<file path="src/rtl/core/tq_pkg.sv">
`default_nettype none
// ----------------------------------------------------------------------------
// tq_pkg
// Shared types and constants of the sorted timer queue with slice deadline.
// ----------------------------------------------------------------------------
package tq_pkg;

    localparam int QUEUE_DEPTH = 16;
    localparam int HANDLE_W    = 16;

    localparam logic [1:0] FUNC_ADD   = 2'd0;
    localparam logic [1:0] FUNC_IRQ   = 2'd1;
    localparam logic [1:0] FUNC_POP   = 2'd2;
    localparam logic [1:0] FUNC_SLICE = 2'd3;

    localparam logic [1:0] ST_OK       = 2'd0;
    localparam logic [1:0] ST_NO_HNDL  = 2'd1;
    localparam logic [1:0] ST_OVERFLOW = 2'd2;
    localparam logic [1:0] ST_FULL     = 2'd3;

    localparam logic [0:0] CFG_SLICE_LEN = 1'd0;
    localparam logic [0:0] CFG_FREQ      = 1'd1;

    typedef enum logic [1:0] {
        CMD_NONE,
        CMD_INSERT,
        CMD_POP
    } cmd_op_t;

    typedef struct packed {
        logic [1:0]          func;
        logic [63:0]         now;
        logic [63:0]         delay_seconds;
        logic [HANDLE_W-1:0] handle;
    } req_t;

    typedef struct packed {
        logic [1:0]          status;
        logic [63:0]         compare_value;
        logic                compare_enable;
        logic                reschedule;
        logic                start_bottom_half;
        logic                expired_valid;
        logic [HANDLE_W-1:0] expired_handle;
        logic                bottom_half_done;
    } rsp_t;

    typedef struct packed {
        logic                valid;
        logic [63:0]         expiry;
        logic [HANDLE_W-1:0] handle;
    } cell_t;

    typedef struct packed {
        cmd_op_t             op;
        logic [63:0]         expiry;
        logic [HANDLE_W-1:0] handle;
    } chain_cmd_t;

    typedef struct packed {
        logic        enable;
        logic [63:0] value;
    } arm_t;

endpackage
`default_nettype wire

</file>
<file path="src/rtl/core/tq_cell.sv">
`default_nettype none
// ----------------------------------------------------------------------------
// tq_cell
// One slot of the sorted timer chain: keeps, takes the new timer, or shifts.
// ----------------------------------------------------------------------------
module tq_cell (
    input  logic                clk,
    input  logic                rst_n,
    input  tq_pkg::chain_cmd_t  cmd,
    input  tq_pkg::cell_t       prev_cell,
    input  logic                prev_le,
    input  tq_pkg::cell_t       next_cell,
    output tq_pkg::cell_t       slot,
    output logic                le
);
    import tq_pkg::*;

    cell_t cell_reg;
    cell_t cell_next;

    // Equal expiries stay ahead of the new timer to keep arrival order
    assign le   = cell_reg.valid && (cell_reg.expiry <= cmd.expiry);
    assign slot = cell_reg;

    always_comb
    begin
        cell_next = cell_reg;
        case (cmd.op)
            CMD_INSERT:
            begin
                if (!le)
                begin
                    if (prev_le)
                    begin
                        cell_next.valid  = 1'b1;
                        cell_next.expiry = cmd.expiry;
                        cell_next.handle = cmd.handle;
                    end
                    else
                    begin
                        cell_next = prev_cell;
                    end
                end
            end
            CMD_POP:
            begin
                cell_next = next_cell;
            end
            default:
            begin
                cell_next = cell_reg;
            end
        endcase
    end

    always_ff @(posedge clk or negedge rst_n)
    begin
        if (!rst_n)
        begin
            cell_reg <= '0;
        end
        else
        begin
            cell_reg <= cell_next;
        end
    end

endmodule
`default_nettype wire

</file>
<file path="src/rtl/core/tq_chain.sv">
`default_nettype none
// ----------------------------------------------------------------------------
// tq_chain
// Row of timer cells kept sorted by expiry; head sits in cell zero.
// ----------------------------------------------------------------------------
module tq_chain (
    input  logic                clk,
    input  logic                rst_n,
    input  tq_pkg::chain_cmd_t  cmd,
    output tq_pkg::cell_t       head,
    output logic                full
);
    import tq_pkg::*;

    cell_t cells [QUEUE_DEPTH];
    logic  les   [QUEUE_DEPTH];
    cell_t empty_cell;

    assign empty_cell = '{valid: 1'b0, expiry: 64'd0, handle: '0};

    for (genvar i = 0; i < QUEUE_DEPTH; i++)
    begin : g_cell
        cell_t prev_c;
        logic  prev_l;
        cell_t next_c;

        if (i == 0)
        begin : g_first
            assign prev_c = empty_cell;
            assign prev_l = 1'b1;
        end
        else
        begin : g_mid
            assign prev_c = cells[i-1];
            assign prev_l = les[i-1];
        end

        if (i == QUEUE_DEPTH - 1)
        begin : g_last
            assign next_c = empty_cell;
        end
        else
        begin : g_inner
            assign next_c = cells[i+1];
        end

        tq_cell u_cell (
            .clk       (clk),
            .rst_n     (rst_n),
            .cmd       (cmd),
            .prev_cell (prev_c),
            .prev_le   (prev_l),
            .next_cell (next_c),
            .slot      (cells[i]),
            .le        (les[i])
        );
    end

    assign head = cells[0];
    assign full = cells[QUEUE_DEPTH-1].valid;

endmodule
`default_nettype wire

</file>
<file path="config.mk">
export PLATFORM = sky130hd
export DESIGN_NAME = tq_chain
export DESIGN_NICKNAME = d
export VERILOG_FILES = /design/src/rtl/core/tq_pkg.sv /design/src/rtl/core/tq_cell.sv /design/src/rtl/core/tq_chain.sv
export SDC_FILE = /design/constraint.sdc
export NUM_CORES = 2
export LEC_CHECK = 0
export BUFFER_PORTS_ARGS = -buffer_cell sky130_fd_sc_hd__buf_2
export CAP_MARGIN = 0
export CORE_AREA = 2 2 426 428
export DETAILED_ROUTE_END_ITERATION = 7
export DIE_AREA = 0 0 428 430
export PLACE_DENSITY = 0.77
export RECOVER_POWER = 25
export SLEW_MARGIN = 20
export SYNTH_ARGS = -nofsm -noshare
export SYNTH_HDL_FRONTEND = slang
export SYNTH_SLANG_ARGS = --single-unit
</file>
<file path="constraint.sdc">
create_clock -name clk -period 5.7 [get_ports clk]
set_clock_uncertainty 0.15 [all_clocks]
set_input_delay 0.57 -clock clk [delete_from_list [all_inputs] [get_ports clk]]
set_output_delay 0.57 -clock clk [all_outputs]
set_load 0.02 [all_outputs]
</file>
======== After elaboration in Yosys (flattened, before gate mapping) ========
Index checks and enable logic that the tools add are counted.
word-level totals
  register bits ........................... 1296
  output and inout port bits .............. 82
operators by class
  $lt $le $gt $ge ......................... 16
  eq/ne operators ......................... 18
  mux-type cells .......................... 47
  reduce and logical (&&, ||, !) cells .... 33
operator list
  operator                                                         count
  81-bit one-hot mux with 2 select lines                           16
  81-bit two-way mux                                               31
  64-bit <= comparator                                             16
  2-bit != test, second input constant                             16
  2-bit AND reduction                                              16
  1-bit logical AND                                                16
  2-bit by 1-bit == test with 1-bit output, second input constant  1
  2-bit == test, second input constant                             1
  2-bit nonzero test                                               1

======== Longest topological paths before layout ========
  word-level depth ........................ 5
  depth in mapped cells ................... 15

======== Modules after synthesis ========
A second synthesis with hierarchy kept.
second synthesis, totals
  cells, all modules ...................... 10972
  area total of the unflattened synthesis .. 109525.0 µm²
modules (own cells, without submodules)
  module                          instances  cells each  area an instance (µm²)
  tq_cell (g_cell[0].u_cell ...)  15         686         6864.1
  tq_cell (g_cell[2].u_cell)      1          680         6556.3
  tq_chain                        1          2           7.5

======== Worst setup path before layout ========
No wires, ideal clock.
  path kind ............................... input-to-reg
  from .................................... input port cmd[55] (netlist name)
  to ...................................... register g_cell[3].u_cell.cell_reg, in the netlist g_cell[3].u_cell.slot[0]
  setup time .............................. 141 ps
  data arrival time ....................... 3347 ps
  data required time ...................... 5409 ps
  path slack .............................. 2062 ps
  cell stages on the path ................. 13
  path buffers ............................ 2
  cell sequence ........................... inv_1 > ha_1 > a21oi_1 > o21a_1 > o21ai_0 > a2111o_1 > a2111oi_0 > nor2_1 > or2_2 > clkbuf_1 > clkbuf_1 > nand2_1 > a31oi_1
on the way
  cells in the longest elaborated chain, start to end .. 5
ends and longest elaborated chain
  element                                 line           source
  start: declaration                      tq_chain.sv:9  input tq_pkg::chain_cmd_t cmd,
  64-bit <= comparator                    tq_cell.sv:22  assign le = cell_reg.valid && (cell_reg.expiry <= cmd.expiry);
  1-bit logical AND                       tq_cell.sv:22
  81-bit two-way mux                      tq_cell.sv:33  if (prev_le)
  81-bit two-way mux                      tq_cell.sv:31  if (!le)
  81-bit one-hot mux with 2 select lines  tq_cell.sv:28  case (cmd.op)
  end signal: assignment                  tq_cell.sv:64  cell_reg <= cell_next;
  end: declaration                        tq_cell.sv:18  cell_t cell_reg;
Parallel ways exist; a longest one is shown, timed or not. The select of a mux whose other input is x is not followed.
A chain may end at the register's enable or synchronous reset.

======== Worst setup path in the final report ========
  from .................................... input port cmd[74] (netlist name)
  to ...................................... register g_cell[15].u_cell.cell_reg, in the netlist g_cell[15].u_cell.slot[67]
on the way
  cells in the longest elaborated chain, start to end .. 5
ends and longest elaborated chain
  element                                 line
  64-bit <= comparator                    tq_cell.sv:22
  1-bit logical AND                       tq_cell.sv:22
  81-bit two-way mux                      tq_cell.sv:33
  81-bit two-way mux                      tq_cell.sv:31
  81-bit one-hot mux with 2 select lines  tq_cell.sv:28
  end signal: assignment                  tq_cell.sv:64
  end: declaration                        tq_cell.sv:18
Parallel ways exist; a longest one is shown, timed or not. The select of a mux whose other input is x is not followed.

==> impl_metrics.json <==
{
  "synth_top_cell_area_share_pct": 36.3,
  "ys_async_sr_fraction_pct": 100,
  "critPathMaxFanout": 52,
  "vias": 84487,
  "syn_to_final_growth_pct": 12.0,
  "num_rows": 156,
  "synth_area_um2": 89400,
  "numPlacedInstances": 11907,
  "hold_depth": 3,
  "antenna_found_initial": 14,
  "synth.area.top_cells": "dfrtp_1 36%, ha_1 14%, mux2i_1 11%, a21oi_1 6.4%, o22ai_1 4.5%",
  "min_period_ns": 5.46,
  "clk_latency_ns": 0.84,
  "syn_avg_cell_area_um2": 9.15,
  "instances_no_fill": 12243,
  "p_leak_nw": 44.6,
  "reg2reg_to": "g_cell[1].u_cell.slot[31]",
  "cts_tree": "yes",
  "syn-instance-count": 9767,
  "ys_seq_area_share_pct": 36.3,
  "maxSlewHeadroom_pct": -124,
  "drive_above_1_share_pct": 9.11,
  "min_path_type": "in2reg",
  "syn-num-nets": 10875,
  "grt_start_max_net_pins": 204,
  "timing.final.crit_share_pct": 95.8,
  "synth-seq-cells": 1296,
  "die_y_um": 430,
  "root_buffer": "clkbuf_16",
  "cp.required_ns": 6.28,
  "largest_register_ffs": 1296,
  "core_um2": 180000,
  "overflow": 0,
  "cts_setup_buffers": 0,
  "rsz0062_at_grt": "false",
  "slew_viol_final": 348,
  "endpoint_kind": "flip-flop",
  "design.die.area_um2": 184000,
  "drt-initial-drc-count": 11117,
  "drt-total-wl_um": 335000,
  "final.setup.tns_ns": 0,
  "worstHoldStart": "cmd[38]",
  "drc": 0,
  "first_pass_iters": 8,
  "n_fill_cell": 15354,
  "cts_sinks": 1296,
  "reg2regPathDepth": 12,
  "h-tree-depth": 4,
  "synth.most_common_cell": "dfrtp_1",
  "dp_hpwl_um": 234000,
  "initial_core_util_pct": 49.7,
  "synth-edff-count": 0,
  "grt_pass1_wl_um": 512000,
  "synth.distinct_cells": 73,
  "multi_input_area_um2": 53500,
  "ys_warn_count": 0,
  "r2r_slack_ns": 0.87,
  "drv_cap": 6,
  "violations": "max-capacitance violations, max-slew violations",
  "synth_ff_type": "dfrtp_1",
  "min_to": "g_cell[3].u_cell.slot[38]",
  "routed_via_density": 6.90,
  "crit_arrival_ns": 6.04,
  "cts_made_buffers": 151,
  "wl_per_cell_um": 27.4,
  "clkTransAtPathRegs_ns": 0.06,
  "cp-start-kind": "primary input",
  "fmax_ghz": 0.183,
  "power-per-cell-area_nw_per_um2": 565,
  "critPathKind": "in2reg",
  "yosysTopAreaCell": "dfrtp_1",
  "setup_violations": 0,
  "grt_usage_pct": 35.6,
  "synth_top_cells_by_count": "1,296 x dfrtp_1, 1,146 x a21oi_1, 1,024 x ha_1",
  "vdd_drop_max_v": 0.000582,
  "worst_pin_slew_ns": 3.36,
  "grt_pass1_vias": 82153,
  "final-seq-area_um2": 32400,
  "io_pins": 166,
  "hold_violations": 0,
  "port_buffers": 165,
  "clock_path_buffers": 3,
  "dieWidth_um": 428,
  "gp_congestion": 1.02,
  "status": "complete, but fails checks",
  "antenna_left": 0,
  "nets": 10851,
  "reg2reg_from": "g_cell[0].u_cell.slot[79]"
}
critical path, cell delays in order:
cell and delay (ns):
dlygate4sd3_1 0.52, buf_2 0.31, inv_1 0.39, buf_4 0.29, ha_1 0.30, nand4_1 0.09, nor2_2 0.60, nand4_1 0.22
nor2_1 0.51, nand2_1 0.22, or4_1 0.62, nand3_4 0.12, buf_4 0.88, mux2i_1 0.30
cell usage in the layout, fill, tap and decap left out, types with 10 or more instances in the layout:
cell type      count
dfrtp_1         1296
a21oi_1         1143
ha_1            1024
mux2i_1          976
nor2_1           745
nand2_1          664
o22ai_1          641
nor3_1           433
a211oi_1         418
o21ai_0          334
buf_4            228
nand4_1          207
inv_1            191
buf_2            162
clkbuf_16        151
a21o_1           150
buf_12           116
a221oi_1         110
a22oi_1           92
a31oi_1           90
nand3_1           73
mux2_2            71
dlygate4sd3_1     53
clkbuf_8          40
and4_1            38
nor4_1            37
clkbuf_1          36
nor2b_1           35
o211ai_1          30
clkinv_2          24
o21ai_1           17
nand2b_1          14
o21a_1            12
and3_1            11
diode_2           10
or4_1             10
layer usage:
layer,up-vias,track usage (%),wire [µm],share of wire [%]
li1,36922,-,-,-
met1,41524,46.3,130000,39
met2,4944,53.2,145000,43
met3,1089,8.06,35200,11
met4,8,23.6,25300,7.6
met5,-,0,46,0.014
final cells by class:
type                    count  share of cell area (%)
diodes                     10                  0.0250
inverters                 192                   0.723
flip-flops and latches   1296                    32.4
well taps                2370                    2.96
clock buffers             222                    4.44
clock inverters            51                   0.569
repair buffers            568                    5.43
multi-input cells        7534                    53.4
worst max path at each step:
stage	endpoint	start	slack [ns]
CTS	g_cell[15].u_cell.slot[48]	cmd[74]	0.16
global route	g_cell[15].u_cell.slot[50]	cmd[74]	0.20
global placement	g_cell[15].u_cell.slot[74]	cmd[74]	-0.10
finish	g_cell[15].u_cell.slot[67]	cmd[74]	0.24
detailed placement	g_cell[15].u_cell.slot[48]	cmd[74]	-0.17
floorplan	g_cell[3].u_cell.slot[0]	cmd[55]	2.06
report_power, final:
group          total, mW  switching (mW)  internal (mW)
combinational       27.8            16.3           11.4
clock               10.1            4.35           5.72
sequential          18.7            5.32           13.4
total               56.5            26.0           30.6
cells by family (layout without fill, tap and decap cells):
| family | count (synthesis) | after routing | synth area share (%) |
|---|---|---|---|
| other | 0 | 10 | 0 |
| and+or+nand+nor | 2330 | 2330 | 11.8 |
| muxes | 1047 | 1047 | 11.8 |
| adders and majority gates | 1024 | 1024 | 14.3 |
| DFF | 1296 | 1296 | 36.3 |
| buffers and inverters | 937 | 1033 | 4.29 |
| AOI/OAI and AO/OA | 3133 | 3133 | 21.5 |
repair_timing:
item | 4_1_cts | 5_1_grt
gates resized for setup | 0 | 1
hold buffers | 53 | 0
endpoints found under the hold margin | 183 | 0
endpoints found under the setup margin | 0 | 52
per-stage QoR:
| step | utilization, % | hold slack, ns | total power [mW] | instance area, µm² | setup WS [ns] |
|---|---|---|---|---|---|
| after global placement | 52.6 | 0.367 | 44.2 | 94500 | -0.102 |
| final | 55.7 | 0.0442 | 56.5 | 100000 | 0.240 |
| after CTS | 55.7 | 0.00615 | 55.7 | 100000 | 0.155 |
| after floorplan | - | 0.124 | 35.4 | 89400 | 2.06 |
| after detailed placement | 52.6 | 0.374 | 45.5 | 94500 | -0.173 |
| after global routing | 55.7 | 0.0339 | 59.8 | 100000 | 0.196 |
No activity file was read; power rests on OpenSTA's default activity.
